### src/rtl/core/qse_pkg.sv
// shared types, constants and escape encoder for the quoted string escaper
`default_nettype none

package qse_pkg;

  localparam logic [7:0] QUOTE_CH  = 8'h22;
  localparam logic [7:0] BSLASH_CH = 8'h5C;
  localparam logic [7:0] NL_CH     = 8'h0A;
  localparam logic [7:0] ZERO_CH   = 8'h30;
  localparam logic [7:0] NINE_CH   = 8'h39;
  localparam logic [7:0] DEL_CH    = 8'h7F;
  localparam logic [7:0] CTL_LIMIT = 8'd32;
  localparam logic [7:0] HUNDRED   = 8'd100;
  localparam logic [6:0] TEN       = 7'd10;
  localparam logic [12:0] RECIP_TEN = 13'd205;
  localparam int RECIP_SHIFT = 11;

  // job queue between front and back
  localparam int QDEPTH = 2;
  localparam int QPTR_W = (QDEPTH > 1) ? $clog2(QDEPTH) : 1;
  localparam int QCNT_W = $clog2(QDEPTH + 1);

  // escaped form of one byte, 1 to 4 bytes long
  typedef struct packed {
    logic [2:0]      len;
    logic [3:0][7:0] bytes;
  } esc_seq_t;

  // everything one input item emits, in order:
  // seg_a, closing quote (close_a), seg_b plus its closing quote, two quotes (two_q)
  typedef struct packed {
    esc_seq_t seg_a;
    logic     close_a;
    esc_seq_t seg_b;
    logic     two_q;
  } qse_job_t;

  typedef struct packed {
    logic full;
    logic empty;
  } qse_q_stat_t;

  typedef enum logic [2:0] {
    P_A,
    P_CA,
    P_B,
    P_CB,
    P_Q1,
    P_Q2
  } qse_part_t;

  function automatic logic is_digit(input logic [7:0] c);
    return (c >= ZERO_CH) && (c <= NINE_CH);
  endfunction

  function automatic esc_seq_t esc_encode(input logic [7:0] c, input logic next_digit);
    esc_seq_t   s;
    logic       hund;
    logic       three;
    logic [6:0] rem;
    logic [12:0] prod;
    logic [3:0] tens;
    logic [3:0] ones;
    hund  = (c == DEL_CH);
    three = hund || next_digit;
    rem   = hund ? 7'(c - HUNDRED) : c[6:0];
    // divide by ten via the reciprocal; rem is below 32 where digits are used
    prod  = 13'(rem) * RECIP_TEN;
    tens  = 4'(prod >> RECIP_SHIFT);
    ones  = 4'(rem - 7'(tens) * TEN);
    s       = '0;
    s.len   = 3'd1;
    s.bytes[0] = c;
    if (c == QUOTE_CH || c == BSLASH_CH || c == NL_CH) begin
      s.len      = 3'd2;
      s.bytes[0] = BSLASH_CH;
      s.bytes[1] = c;
    end else if (c < CTL_LIMIT || hund) begin
      s.bytes[0] = BSLASH_CH;
      if (three) begin
        s.len      = 3'd4;
        s.bytes[1] = ZERO_CH + {7'd0, hund};
        s.bytes[2] = ZERO_CH + {4'd0, tens};
        s.bytes[3] = ZERO_CH + {4'd0, ones};
      end else if (rem >= TEN) begin
        s.len      = 3'd3;
        s.bytes[1] = ZERO_CH + {4'd0, tens};
        s.bytes[2] = ZERO_CH + {4'd0, ones};
      end else begin
        s.len      = 3'd2;
        s.bytes[1] = ZERO_CH + {4'd0, ones};
      end
    end
    return s;
  endfunction

endpackage

`default_nettype wire

### src/rtl/core/qse_ifs.sv
// valid/ready channel interfaces for input bytes and escaped output bytes
`default_nettype none

interface qse_in_if;
  logic       valid;
  logic       ready;
  logic [7:0] data_byte;
  logic       last_byte;
  logic       empty_string;

  modport source(output valid, data_byte, last_byte, empty_string, input ready);
  modport sink(input valid, data_byte, last_byte, empty_string, output ready);
endinterface

interface qse_out_if;
  logic       valid;
  logic       ready;
  logic [7:0] out_byte;
  logic       run_end;
  logic       string_end;

  modport source(output valid, out_byte, run_end, string_end, input ready);
  modport sink(input valid, out_byte, run_end, string_end, output ready);
endinterface

`default_nettype wire

### src/rtl/core/qse_front.sv
// front end: accepts input bytes, keeps the lookahead byte, builds one job per item
`default_nettype none

module qse_front import qse_pkg::*; (
  input  logic        clk,
  input  logic        rst_n,
  qse_in_if.sink      in_ch,
  input  qse_q_stat_t q_stat,
  output logic        push,
  output qse_job_t    push_job
);

  logic [7:0] held_byte_r, held_byte_nxt;
  logic       held_valid_r, held_valid_nxt;
  esc_seq_t   open_seq;

  assign in_ch.ready = !q_stat.full;
  assign push        = in_ch.valid && in_ch.ready;

  always_comb begin
    open_seq          = '0;
    open_seq.len      = 3'd1;
    open_seq.bytes[0] = QUOTE_CH;

    push_job       = '0;
    held_byte_nxt  = held_byte_r;
    held_valid_nxt = held_valid_r;

    if (in_ch.empty_string) begin
      // close any pending string, then two quotes
      push_job.seg_a   = held_valid_r ? esc_encode(held_byte_r, 1'b0) : open_seq;
      push_job.close_a = 1'b1;
      push_job.two_q   = held_valid_r;
      if (push) begin
        held_valid_nxt = 1'b0;
      end
    end else begin
      push_job.seg_a = held_valid_r ? esc_encode(held_byte_r, is_digit(in_ch.data_byte))
                                    : open_seq;
      if (in_ch.last_byte) begin
        push_job.seg_b = esc_encode(in_ch.data_byte, 1'b0);
      end
      if (push) begin
        held_byte_nxt  = in_ch.data_byte;
        held_valid_nxt = !in_ch.last_byte;
      end
    end
  end

  always_ff @(posedge clk) begin
    if (!rst_n) begin
      held_valid_r <= 1'b0;
    end else begin
      held_valid_r <= held_valid_nxt;
    end
  end

  always_ff @(posedge clk) begin
    held_byte_r <= held_byte_nxt;
  end

endmodule

`default_nettype wire

### src/rtl/core/qse_fifo.sv
// short job queue between the front and back ends
`default_nettype none

module qse_fifo import qse_pkg::*; (
  input  logic        clk,
  input  logic        rst_n,
  input  logic        push,
  input  qse_job_t    push_job,
  input  logic        pop,
  output qse_job_t    head_job,
  output qse_q_stat_t q_stat
);

  qse_job_t            mem_r [QDEPTH];
  logic [QPTR_W-1:0]   wr_ptr_r, wr_ptr_nxt;
  logic [QPTR_W-1:0]   rd_ptr_r, rd_ptr_nxt;
  logic [QCNT_W-1:0]   cnt_r, cnt_nxt;

  assign head_job     = mem_r[rd_ptr_r];
  assign q_stat.full  = (cnt_r == QCNT_W'(QDEPTH));
  assign q_stat.empty = (cnt_r == '0);

  always_comb begin
    wr_ptr_nxt = wr_ptr_r;
    rd_ptr_nxt = rd_ptr_r;
    if (push) begin
      wr_ptr_nxt = (wr_ptr_r == QPTR_W'(QDEPTH - 1)) ? '0 : wr_ptr_r + 1'b1;
    end
    if (pop) begin
      rd_ptr_nxt = (rd_ptr_r == QPTR_W'(QDEPTH - 1)) ? '0 : rd_ptr_r + 1'b1;
    end
    cnt_nxt = cnt_r + QCNT_W'(push) - QCNT_W'(pop);
  end

  always_ff @(posedge clk) begin
    if (!rst_n) begin
      wr_ptr_r <= '0;
      rd_ptr_r <= '0;
      cnt_r    <= '0;
    end else begin
      wr_ptr_r <= wr_ptr_nxt;
      rd_ptr_r <= rd_ptr_nxt;
      cnt_r    <= cnt_nxt;
    end
  end

  always_ff @(posedge clk) begin
    if (push) begin
      mem_r[wr_ptr_r] <= push_job;
    end
  end

endmodule

`default_nettype wire

### src/rtl/core/qse_back.sv
// back end: walks the head job, emits one byte per cycle unless stalled
`default_nettype none

module qse_back import qse_pkg::*; (
  input  logic        clk,
  input  logic        rst_n,
  input  qse_job_t    head_job,
  input  qse_q_stat_t q_stat,
  output logic        pop,
  qse_out_if.source   out_ch
);

  qse_part_t  part_r, part_nxt;
  logic [1:0] idx_r, idx_nxt;

  logic       out_valid_r, out_valid_nxt;
  logic [7:0] out_byte_r, out_byte_nxt;
  logic       run_end_r, run_end_nxt;
  logic       string_end_r, string_end_nxt;

  logic       emit;
  logic       last;
  logic       seg_more;
  logic       has_next;
  qse_part_t  next_part;
  logic [7:0] cur_byte;
  logic       cur_str_end;

  always_comb begin
    cur_byte    = QUOTE_CH;
    cur_str_end = 1'b0;
    seg_more    = 1'b0;
    has_next    = 1'b0;
    next_part   = P_A;

    case (part_r)
      P_A: begin
        cur_byte = head_job.seg_a.bytes[idx_r];
        seg_more = ({1'b0, idx_r} + 3'd1) < head_job.seg_a.len;
        if (head_job.close_a) begin
          has_next  = 1'b1;
          next_part = P_CA;
        end else if (head_job.seg_b.len != '0) begin
          has_next  = 1'b1;
          next_part = P_B;
        end else if (head_job.two_q) begin
          has_next  = 1'b1;
          next_part = P_Q1;
        end
      end
      P_CA: begin
        cur_str_end = 1'b1;
        if (head_job.seg_b.len != '0) begin
          has_next  = 1'b1;
          next_part = P_B;
        end else if (head_job.two_q) begin
          has_next  = 1'b1;
          next_part = P_Q1;
        end
      end
      P_B: begin
        cur_byte  = head_job.seg_b.bytes[idx_r];
        seg_more  = ({1'b0, idx_r} + 3'd1) < head_job.seg_b.len;
        has_next  = 1'b1;
        next_part = P_CB;
      end
      P_CB: begin
        cur_str_end = 1'b1;
        if (head_job.two_q) begin
          has_next  = 1'b1;
          next_part = P_Q1;
        end
      end
      P_Q1: begin
        has_next  = 1'b1;
        next_part = P_Q2;
      end
      P_Q2: begin
        cur_str_end = 1'b1;
      end
      default: begin
        cur_str_end = 1'b0;
      end
    endcase

    emit = !q_stat.empty && (!out_valid_r || out_ch.ready);
    last = !seg_more && !has_next;
    pop  = emit && last;

    part_nxt = part_r;
    idx_nxt  = idx_r;
    if (emit) begin
      if (seg_more) begin
        idx_nxt = idx_r + 2'd1;
      end else if (has_next) begin
        part_nxt = next_part;
        idx_nxt  = '0;
      end else begin
        part_nxt = P_A;
        idx_nxt  = '0;
      end
    end

    out_valid_nxt  = out_valid_r;
    out_byte_nxt   = out_byte_r;
    run_end_nxt    = run_end_r;
    string_end_nxt = string_end_r;
    if (emit) begin
      out_valid_nxt  = 1'b1;
      out_byte_nxt   = cur_byte;
      run_end_nxt    = last;
      string_end_nxt = cur_str_end;
    end else if (out_ch.ready) begin
      out_valid_nxt = 1'b0;
    end
  end

  always_ff @(posedge clk) begin
    if (!rst_n) begin
      part_r      <= P_A;
      idx_r       <= '0;
      out_valid_r <= 1'b0;
    end else begin
      part_r      <= part_nxt;
      idx_r       <= idx_nxt;
      out_valid_r <= out_valid_nxt;
    end
  end

  always_ff @(posedge clk) begin
    out_byte_r   <= out_byte_nxt;
    run_end_r    <= run_end_nxt;
    string_end_r <= string_end_nxt;
  end

  assign out_ch.valid      = out_valid_r;
  assign out_ch.out_byte   = out_byte_r;
  assign out_ch.run_end    = run_end_r;
  assign out_ch.string_end = string_end_r;

endmodule

`default_nettype wire

### src/rtl/core/quoted_string_escaper_unit.sv
// top level of the quoted string escaper: front end, job queue, back end
// an accepted item goes into the job queue; its first byte then enters the output register
// throughput: one output byte per cycle unless stalled or the job queue is empty; an item
//   emits 1 to 9 bytes (one for a plain byte, up to 4 for an escaped byte)
// input is taken every cycle while the two-entry job queue has room
// reset (rst_n low, synchronous) empties the queue and output register, drops the held byte
`default_nettype none

module quoted_string_escaper_unit import qse_pkg::*; (
  input  logic      clk,
  input  logic      rst_n,
  qse_in_if.sink    in_ch,
  qse_out_if.source out_ch
);

  // front to queue
  logic        push;
  qse_job_t    push_job;

  // queue to back
  qse_job_t    head_job;
  qse_q_stat_t q_stat;
  logic        pop;

  // classify bytes, hold one byte back for its lookahead
  qse_front u_front (
    .clk      (clk),
    .rst_n    (rst_n),
    .in_ch    (in_ch),
    .q_stat   (q_stat),
    .push     (push),
    .push_job (push_job)
  );

  // decouples input transfers from output stalls
  qse_fifo u_fifo (
    .clk      (clk),
    .rst_n    (rst_n),
    .push     (push),
    .push_job (push_job),
    .pop      (pop),
    .head_job (head_job),
    .q_stat   (q_stat)
  );

  // sequence the job bytes into the output register
  qse_back u_back (
    .clk      (clk),
    .rst_n    (rst_n),
    .head_job (head_job),
    .q_stat   (q_stat),
    .pop      (pop),
    .out_ch   (out_ch)
  );

  // queue status never claims both full and empty
  a_q_stat_sane: assert property (@(posedge clk) disable iff (!rst_n)
    !(q_stat.full && q_stat.empty))
    else $error("job queue full and empty at once");

  // retiring a job always loads the final byte of its run
  a_pop_run_end: assert property (@(posedge clk) disable iff (!rst_n)
    pop |=> (out_ch.valid && out_ch.run_end))
    else $error("job retired without run end byte");

  // a closing quote is the only byte flagged as string end
  a_end_is_quote: assert property (@(posedge clk) disable iff (!rst_n)
    (out_ch.valid && out_ch.string_end) |-> (out_ch.out_byte == QUOTE_CH))
    else $error("string end on a byte other than a quote");

  // no input transfer while the queue is full
  a_no_overflow: assert property (@(posedge clk) disable iff (!rst_n)
    q_stat.full |-> !push)
    else $error("push into a full job queue");

endmodule

`default_nettype wire
### src/flat_wrapper.sv
// flat-port wrapper written by rule: the top's interface ports become plain ports
module quoted_string_escaper_unit_flat import qse_pkg::*;
  (clk, rst_n, in_ch_valid, in_ch_data_byte, in_ch_last_byte, in_ch_empty_string, in_ch_ready, out_ch_valid, out_ch_out_byte, out_ch_run_end, out_ch_string_end, out_ch_ready);
  qse_in_if in_ch_i ();
  qse_out_if out_ch_i ();
  input  logic clk;
  input  logic rst_n;
  input wire logic [$bits(in_ch_i.valid)-1:0] in_ch_valid;
  input wire logic [$bits(in_ch_i.data_byte)-1:0] in_ch_data_byte;
  input wire logic [$bits(in_ch_i.last_byte)-1:0] in_ch_last_byte;
  input wire logic [$bits(in_ch_i.empty_string)-1:0] in_ch_empty_string;
  output wire logic [$bits(in_ch_i.ready)-1:0] in_ch_ready;
  output wire logic [$bits(out_ch_i.valid)-1:0] out_ch_valid;
  output wire logic [$bits(out_ch_i.out_byte)-1:0] out_ch_out_byte;
  output wire logic [$bits(out_ch_i.run_end)-1:0] out_ch_run_end;
  output wire logic [$bits(out_ch_i.string_end)-1:0] out_ch_string_end;
  input wire logic [$bits(out_ch_i.ready)-1:0] out_ch_ready;
  assign in_ch_i.valid = in_ch_valid;
  assign in_ch_i.data_byte = in_ch_data_byte;
  assign in_ch_i.last_byte = in_ch_last_byte;
  assign in_ch_i.empty_string = in_ch_empty_string;
  assign in_ch_ready = in_ch_i.ready;
  assign out_ch_valid = out_ch_i.valid;
  assign out_ch_out_byte = out_ch_i.out_byte;
  assign out_ch_run_end = out_ch_i.run_end;
  assign out_ch_string_end = out_ch_i.string_end;
  assign out_ch_i.ready = out_ch_ready;
  quoted_string_escaper_unit u_core (.clk(clk), .rst_n(rst_n), .in_ch(in_ch_i), .out_ch(out_ch_i));
endmodule
### config.mk
export PLATFORM = sky130hd
export DESIGN_NAME = quoted_string_escaper_unit_flat
export DESIGN_NICKNAME = d
export VERILOG_FILES = /design/src/rtl/core/qse_pkg.sv /design/src/rtl/core/qse_ifs.sv /design/src/rtl/core/qse_front.sv /design/src/rtl/core/qse_fifo.sv /design/src/rtl/core/qse_back.sv /design/src/rtl/core/quoted_string_escaper_unit.sv /design/src/flat_wrapper.sv
export SDC_FILE = /design/constraint.sdc
export NUM_CORES = 1
export LEC_CHECK = 0
export ABC_AREA = 1
export BUFFER_PORTS_ARGS = -buffer_cell sky130_fd_sc_hd__buf_2
export CAP_MARGIN = 15
export CORE_MARGIN = 10
export CORE_UTILIZATION = 40
export DETAILED_ROUTE_END_ITERATION = 16
export SETUP_SLACK_MARGIN = 0.1
export SYNTH_ARGS = -nofsm -noshare
export SYNTH_HDL_FRONTEND = slang
export SYNTH_SLANG_ARGS = --single-unit
### constraint.sdc
create_clock -name clk -period 5.9 [get_ports clk]
set_input_delay 0.59 -clock clk [delete_from_list [all_inputs] [get_ports clk]]
set_output_delay 0.59 -clock clk [all_outputs]
set_load 0.01 [all_outputs]
After elaboration in Yosys (flattened, before gate mapping) --
Memory sizes are Yosys's and may differ from the RTL's. A register that Yosys moved wholly into a read port is not among the register bits. Index checks and enable logic that the tools add are counted.
Cells by class: add/subtract/negate cells 16, multipliers 4, magnitude comparators 9, equality and inequality tests 14, mux-type cells 64, bitwise operators 2, reduce and logical (&&, ||, !) cells 27
Operator list (count):
- 35-bit two-way mux | 8
- 16-bit two-way mux | 6
- 7-bit two-way mux | 9
- 15-bit two-way mux | 3
- 8-bit binary-select mux with 2-bit select | 2
- 8-bit by 7-bit equality test with 1-bit output, second input constant | 4
- 3-bit two-way mux | 10
- 7-bit by 8-bit multiplier with 13-bit output, second input constant | 2
- 1-bit two-way mux | 19
- 8-bit by 4-bit equality test with 1-bit output, second input constant | 2
- 8-bit by 6-bit equality test with 1-bit output, second input constant | 2
- 8-bit by 6-bit less-than comparator with 1-bit output, second input constant | 2
- 8-bit two-way mux | 2
- 8-bit one-hot mux with 2 select lines | 1
- 3-bit one-hot mux with 5 select lines | 1
- 6-bit by 1-bit adder with 7-bit output, first input constant | 2
- 6-bit by 2-bit adder with 7-bit output, first input constant | 2
- 6-bit by 4-bit adder with 7-bit output, first input constant | 2
- 7-bit by 4-bit greater-or-equal comparator with 1-bit output, second input constant | 2
- 7-bit subtractor, second input constant | 2
- 8-bit by 6-bit greater-or-equal comparator with 1-bit output, second input constant | 1
- 8-bit by 6-bit less-or-equal comparator with 1-bit output, second input constant | 1
- 1-bit logical OR | 8
- 4-bit subtractor | 2
- other kinds (25) | 41
Storage, ports and cells: register bits after elaboration 29, bits in writable memories 144, bits of input ports 14, output and inout bits 12, word-level logic and storage cells 148, memories 1
Memories:
- u_core.u_fifo.mem_r | depth 2, width 72, rd ports 1, clocked after memory_dff 1, wr ports 1, RTL line qse_fifo.sv:14 | qse_job_t mem_r [QDEPTH];

Logic depth before layout (Yosys ltp) --
depth in word-level cells 12, depth in mapped cells 31, depth with buffers taken out 31

Modules after synthesis --
A second synthesis with hierarchy kept.
Unflattened totals: cells, all modules 978, area total of the unflattened synthesis 10789.1 µm²
By module, submodules not included:
- qse_fifo | instances 1, cells each 257, area an instance 5774.3 µm², sequential area each 4424.2 µm²
- qse_front | instances 1, cells each 506, area an instance 3572.2 µm², sequential area each 260.2 µm²
- qse_back | instances 1, cells each 215, area an instance 1442.6 µm², sequential area each 420.4 µm²

Worst setup path before layout --
Ideal clock, no wire load.
kind input to register, from in in_ch_data_byte[2], to mem u_core.u_fifo.mem_r[0][12] (netlist name) (data pin), setup time 0.263 ns, arrival time 4.780 ns, data required time 5.637 ns, slack 0.857 ns, cell stages on the path 27, buffers on the path 0, path through ha_1 -> inv_1 -> nor2_2 -> nand2_4 -> inv_4 -> a21oi_1 -> ha_1 -> ha_1 -> fa_1 -> fa_1 -> ha_1 -> nand2_1 -> inv_1 -> a21o_1 -> inv_1 -> nand2_1 -> nand2_1 -> nand3_1 -> nand2_1 -> ha_1 -> inv_1 -> fa_1 -> xor2_1 -> inv_1 -> nand3_1 -> nand3_1 -> a21oi_1
RTL lines:
- from (decl) | RTL line flat_wrapper.sv:9 | input wire logic [$bits(in_ch_i.data_byte)-1:0] in_ch_data_byte;
- to (decl) | RTL line qse_fifo.sv:14

==> flow_summary.yaml <==
sta:
  fin_crit_ps: 5370
  final_hold_viol_count: 0
  measured_slew_at_the_worst_slew_check_pin_ps: 969
  fin_crit_sh: 0.911
  rsz0062_at_grt: "no"
  timing_max_transition_violations_final: 0
  setup_tns_ps: 0
  timing.max_slew.rel_slack: 0.354
  fin_skew_ps: 7.11
  clock.fmax_mhz: 186
  hold_ws_ps: 395
  count_of_endpoints_failing_setup_in_the_final_report: 0
critical_path:
  crit_arrival_ps: 5540
  critPathLaunch: "u_core.u_front.held_byte_r[3]"
  capturing_element_of_the_worst_setup_path: "u_core.u_fifo.mem_r[1][48]"
  critical_path_end_type: "flip-flop"
  slowest_stage: "sky130_fd_sc_hd__edfxtp_1"
  regToRegEndpoint: "u_core.u_fifo.mem_r[1][48]"
  r2r-start: "u_core.u_front.held_byte_r[3]"
  timing.reg2reg.setup_slack_ps: 530
  worst_path_largest_cell_delay_ps: 480
  crit_buf_inv: 6
  cp-start-kind: "flip-flop"
  worst-path-max-fanout: 8
  criticalPathCategory: "flip-flop to flip-flop"
  critical_path_depth: 29
  critical_path.top_delay_family: "adder cells"
  reg2regPathDepth: 29
  timing.critical_path.required_ps: 6070
synthesis:
  postSynthCellCount: 885
  synth_top_area_cell: "sky130_fd_sc_hd__edfxtp_1"
  synth_cell_types: 47
  share_of_synthesized_area_occupied_by_flip_flops_and_latches: 0.494
  yosysWarnings: 0
  synth-async-reset-ratio: 0
  synthDominantCellAreaShare: 0.466
  synth.top_cells.by_area: "sky130_fd_sc_hd__edfxtp_1 47%, sky130_fd_sc_hd__ha_1 12%, sky130_fd_sc_hd__nand2_1 5.5%"
  synth_enable_flop_cells: 134
  most_used_flip_flop_cell_after_synthesis: "sky130_fd_sc_hd__edfxtp_1"
  synth.cells.most_frequent: "134 x sky130_fd_sc_hd__edfxtp_1, 127 x sky130_fd_sc_hd__nand2_1, 117 x sky130_fd_sc_hd__nor2_1"
  synth.ff_latch_count: 146
  synth.cell_area_sq_mm: 0.00863
  post-synth-top-count-cell: "sky130_fd_sc_hd__edfxtp_1"
  synth_area_per_cell_sq_um: 9.75
routing:
  vias: 6194
  detail_route.vias_per_cell: 5.11
  wl_per_cell_um: 16.1
  postRouteAntennaNets: 0
  wl_um: 19500
  drc: 0
  detail_route.first_pass.iterations: 5
  drt_iter0_markers: 488
clock_network:
  clockBufferDepth: 2
  tritoncts.num_buffers: 17
  clk_latency_ps: 420
  tritoncts_clock_tree: "done"
  cts.htree.levels: 4
  clock_sinks: 146
  clock_tree.root_cell: "sky130_fd_sc_hd__clkbuf_16"
  clk_transition_reported_paths_ps: 60
  ctsHoldBuffers: 0
global_routing:
  grt-ovfl-total: 0
  first_global_vias: 5931
  antenna_found_initial: 0
  gr-usage-all-layers: 0.139
  wire_length_of_the_first_global_routing_pass_um: 31400
  grt_max_degree: 59
die:
  initial_utilization: 0.408
  fp-row-count: 53
  chipHeight_um: 167
  fp.dieW_um: 167
  ioPinCount: 26
  die-area_sq_mm: 0.0278
  core-area_sq_mm: 0.0212
outcome:
  run_status: "finished, final reports clean"
cells_and_area:
  insertedDiodeCount: 0
  design.final.nets: 1036
  non_filler_cells_final: 1211
  layout-drive-gt1-share: 0.116
  syn2layout_area_growth_pct: 12.6
worst_hold_path:
  hold_class: "input port to flip-flop"
  worstHoldPathCells: 1
  hold_path.startpoint: "in_ch_data_byte[4]"
power:
  peakVddDrop_mv: 0.161
  p_leak_nw: 4.19
  cellPowerDensity_mw_per_mm2: 340
run:
  timing.max_cap.violations: 0
place:
  detailed_place_hpwl_um: 14300
  io_buffer_count: 25
  gp_routability_congestion: 0.836
  post-place-cells: 1179
==> report_power, final <==
part	leakage [nW]	internal, mW	total, mW	switching [mW]
Combinational	2.51	0.321	0.940	0.619
Sequential	1.38	1.25	1.29	0.0356
Clock	0.294	0.663	1.08	0.414
==> cell families after synthesis <==
group / Yosys count / synth area share
buffers and inverters: 134 / 0.0592
adder cells (fa/ha/maj): 99 / 0.159
AO/OA/AOI/OAI: 159 / 0.106
other: 1 / 0.000435
AND/OR/NAND/NOR: 335 / 0.169
flip-flops: 146 / 0.494
multiplexers: 3 / 0.00348
XOR/XNOR: 8 / 0.00812
==> how the worst min path moves through the flow <==
stage | slack, ps | to
after floorplan | 440 | u_core.u_fifo.cnt_r[1]
after global placement | 460 | u_core.u_fifo.cnt_r[1]
after detailed placement | 460 | u_core.u_fifo.cnt_r[1]
after CTS | 380 | u_core.u_front.held_byte_r[7]
after global routing | 380 | u_core.u_front.held_byte_r[7]
final | 400 | u_core.u_front.held_byte_r[4]
==> state kept, by name, indices dropped and copies added, names as in the netlist, named ones only <==
signal                           count
u_core.u_back.idx_r                  2
u_core.u_back.out_ch.string_end      1
u_core.u_front.held_valid_r          1
u_core.u_fifo.rd_ptr_r               1
u_core.u_back.out_ch.run_end         1
u_core.u_back.out_ch.valid           1
u_core.u_back.out_ch.out_byte        8
u_core.u_back.part_r                 3
u_core.u_fifo.wr_ptr_r               1
u_core.u_fifo.cnt_r                  2
u_core.u_fifo.mem_r                116
u_core.u_front.held_byte_r           8
==> stage by stage <==
| stage | setup slack, ps | cell area [sq um] | total power, mW | utilization |
|---|---|---|---|---|
| 6_report | 528 | 9710 | 3.31 | 0.459 |
| 5_1_grt | 110 | 9710 | 3.52 | 0.459 |
| 4_1_cts | 513 | 9710 | 3.33 | 0.459 |
| 3_5_place_dp | 240 | 9120 | 2.26 | 0.431 |
| 3_3_place_gp | 425 | 9120 | 2.24 | 0.431 |
| 2_1_floorplan | 857 | 8640 | 1.97 | - |
==> layout make-up <==
type                            instances  area [sq um]
Timing Repair Buffer                   34           193
Multi-Input combinational cell        608          3880
Clock inverter                         14           163
Inverter                              116           439
Fill cell                            2050         11400
Clock buffer                           18           429
Tap cell                              275           344
Sequential cell                       146          4270
==> placed cells by master, fill, tap and decap left out, types with 11 or more instances in the layout <==
cell                          n
sky130_fd_sc_hd__fa_1        18
sky130_fd_sc_hd__nand3_1     42
sky130_fd_sc_hd__a21oi_1     41
sky130_fd_sc_hd__nand2_1    127
sky130_fd_sc_hd__o22ai_1     24
sky130_fd_sc_hd__buf_2       25
sky130_fd_sc_hd__nand4_1     11
sky130_fd_sc_hd__inv_1      106
sky130_fd_sc_hd__o21ai_0     66
sky130_fd_sc_hd__edfxtp_1   134
sky130_fd_sc_hd__clkbuf_16   17
sky130_fd_sc_hd__dfxtp_1     11
sky130_fd_sc_hd__nor2_1     114
sky130_fd_sc_hd__ha_1        81
==> worst register-to-register path: cells and delay by family, from the launching register on <==
family	cells	cell delay (ps)
AO/OA/AOI/OAI	2	310
adder cells (fa/ha/maj)	8	2460
XOR/XNOR	1	150
AND/OR/NAND/NOR	12	1300
flip-flops	1	480
buffers and inverters	6	430
==> timing repair <==
item | in CTS | in global routing
setup endpoints to repair | 0 | 2
setup buffers | 0 | 0
gates resized for setup | 0 | 1
endpoints found under the hold margin | 0 | 0
==> per-layer routing <==
| metal | GRT usage | vias to the layer above | wire length (um) |
|---|---|---|---|
| li1 | - | 3116 | - |
| met1 | 0.193 | 2914 | 9300 |
| met2 | 0.215 | 142 | 8990 |
| met3 | 0.0292 | 22 | 989 |
| met4 | 0.0389 | 0 | 206 |
| met5 | 0 | - | 0 |
No activity file was read; power rests on OpenSTA's default activity.
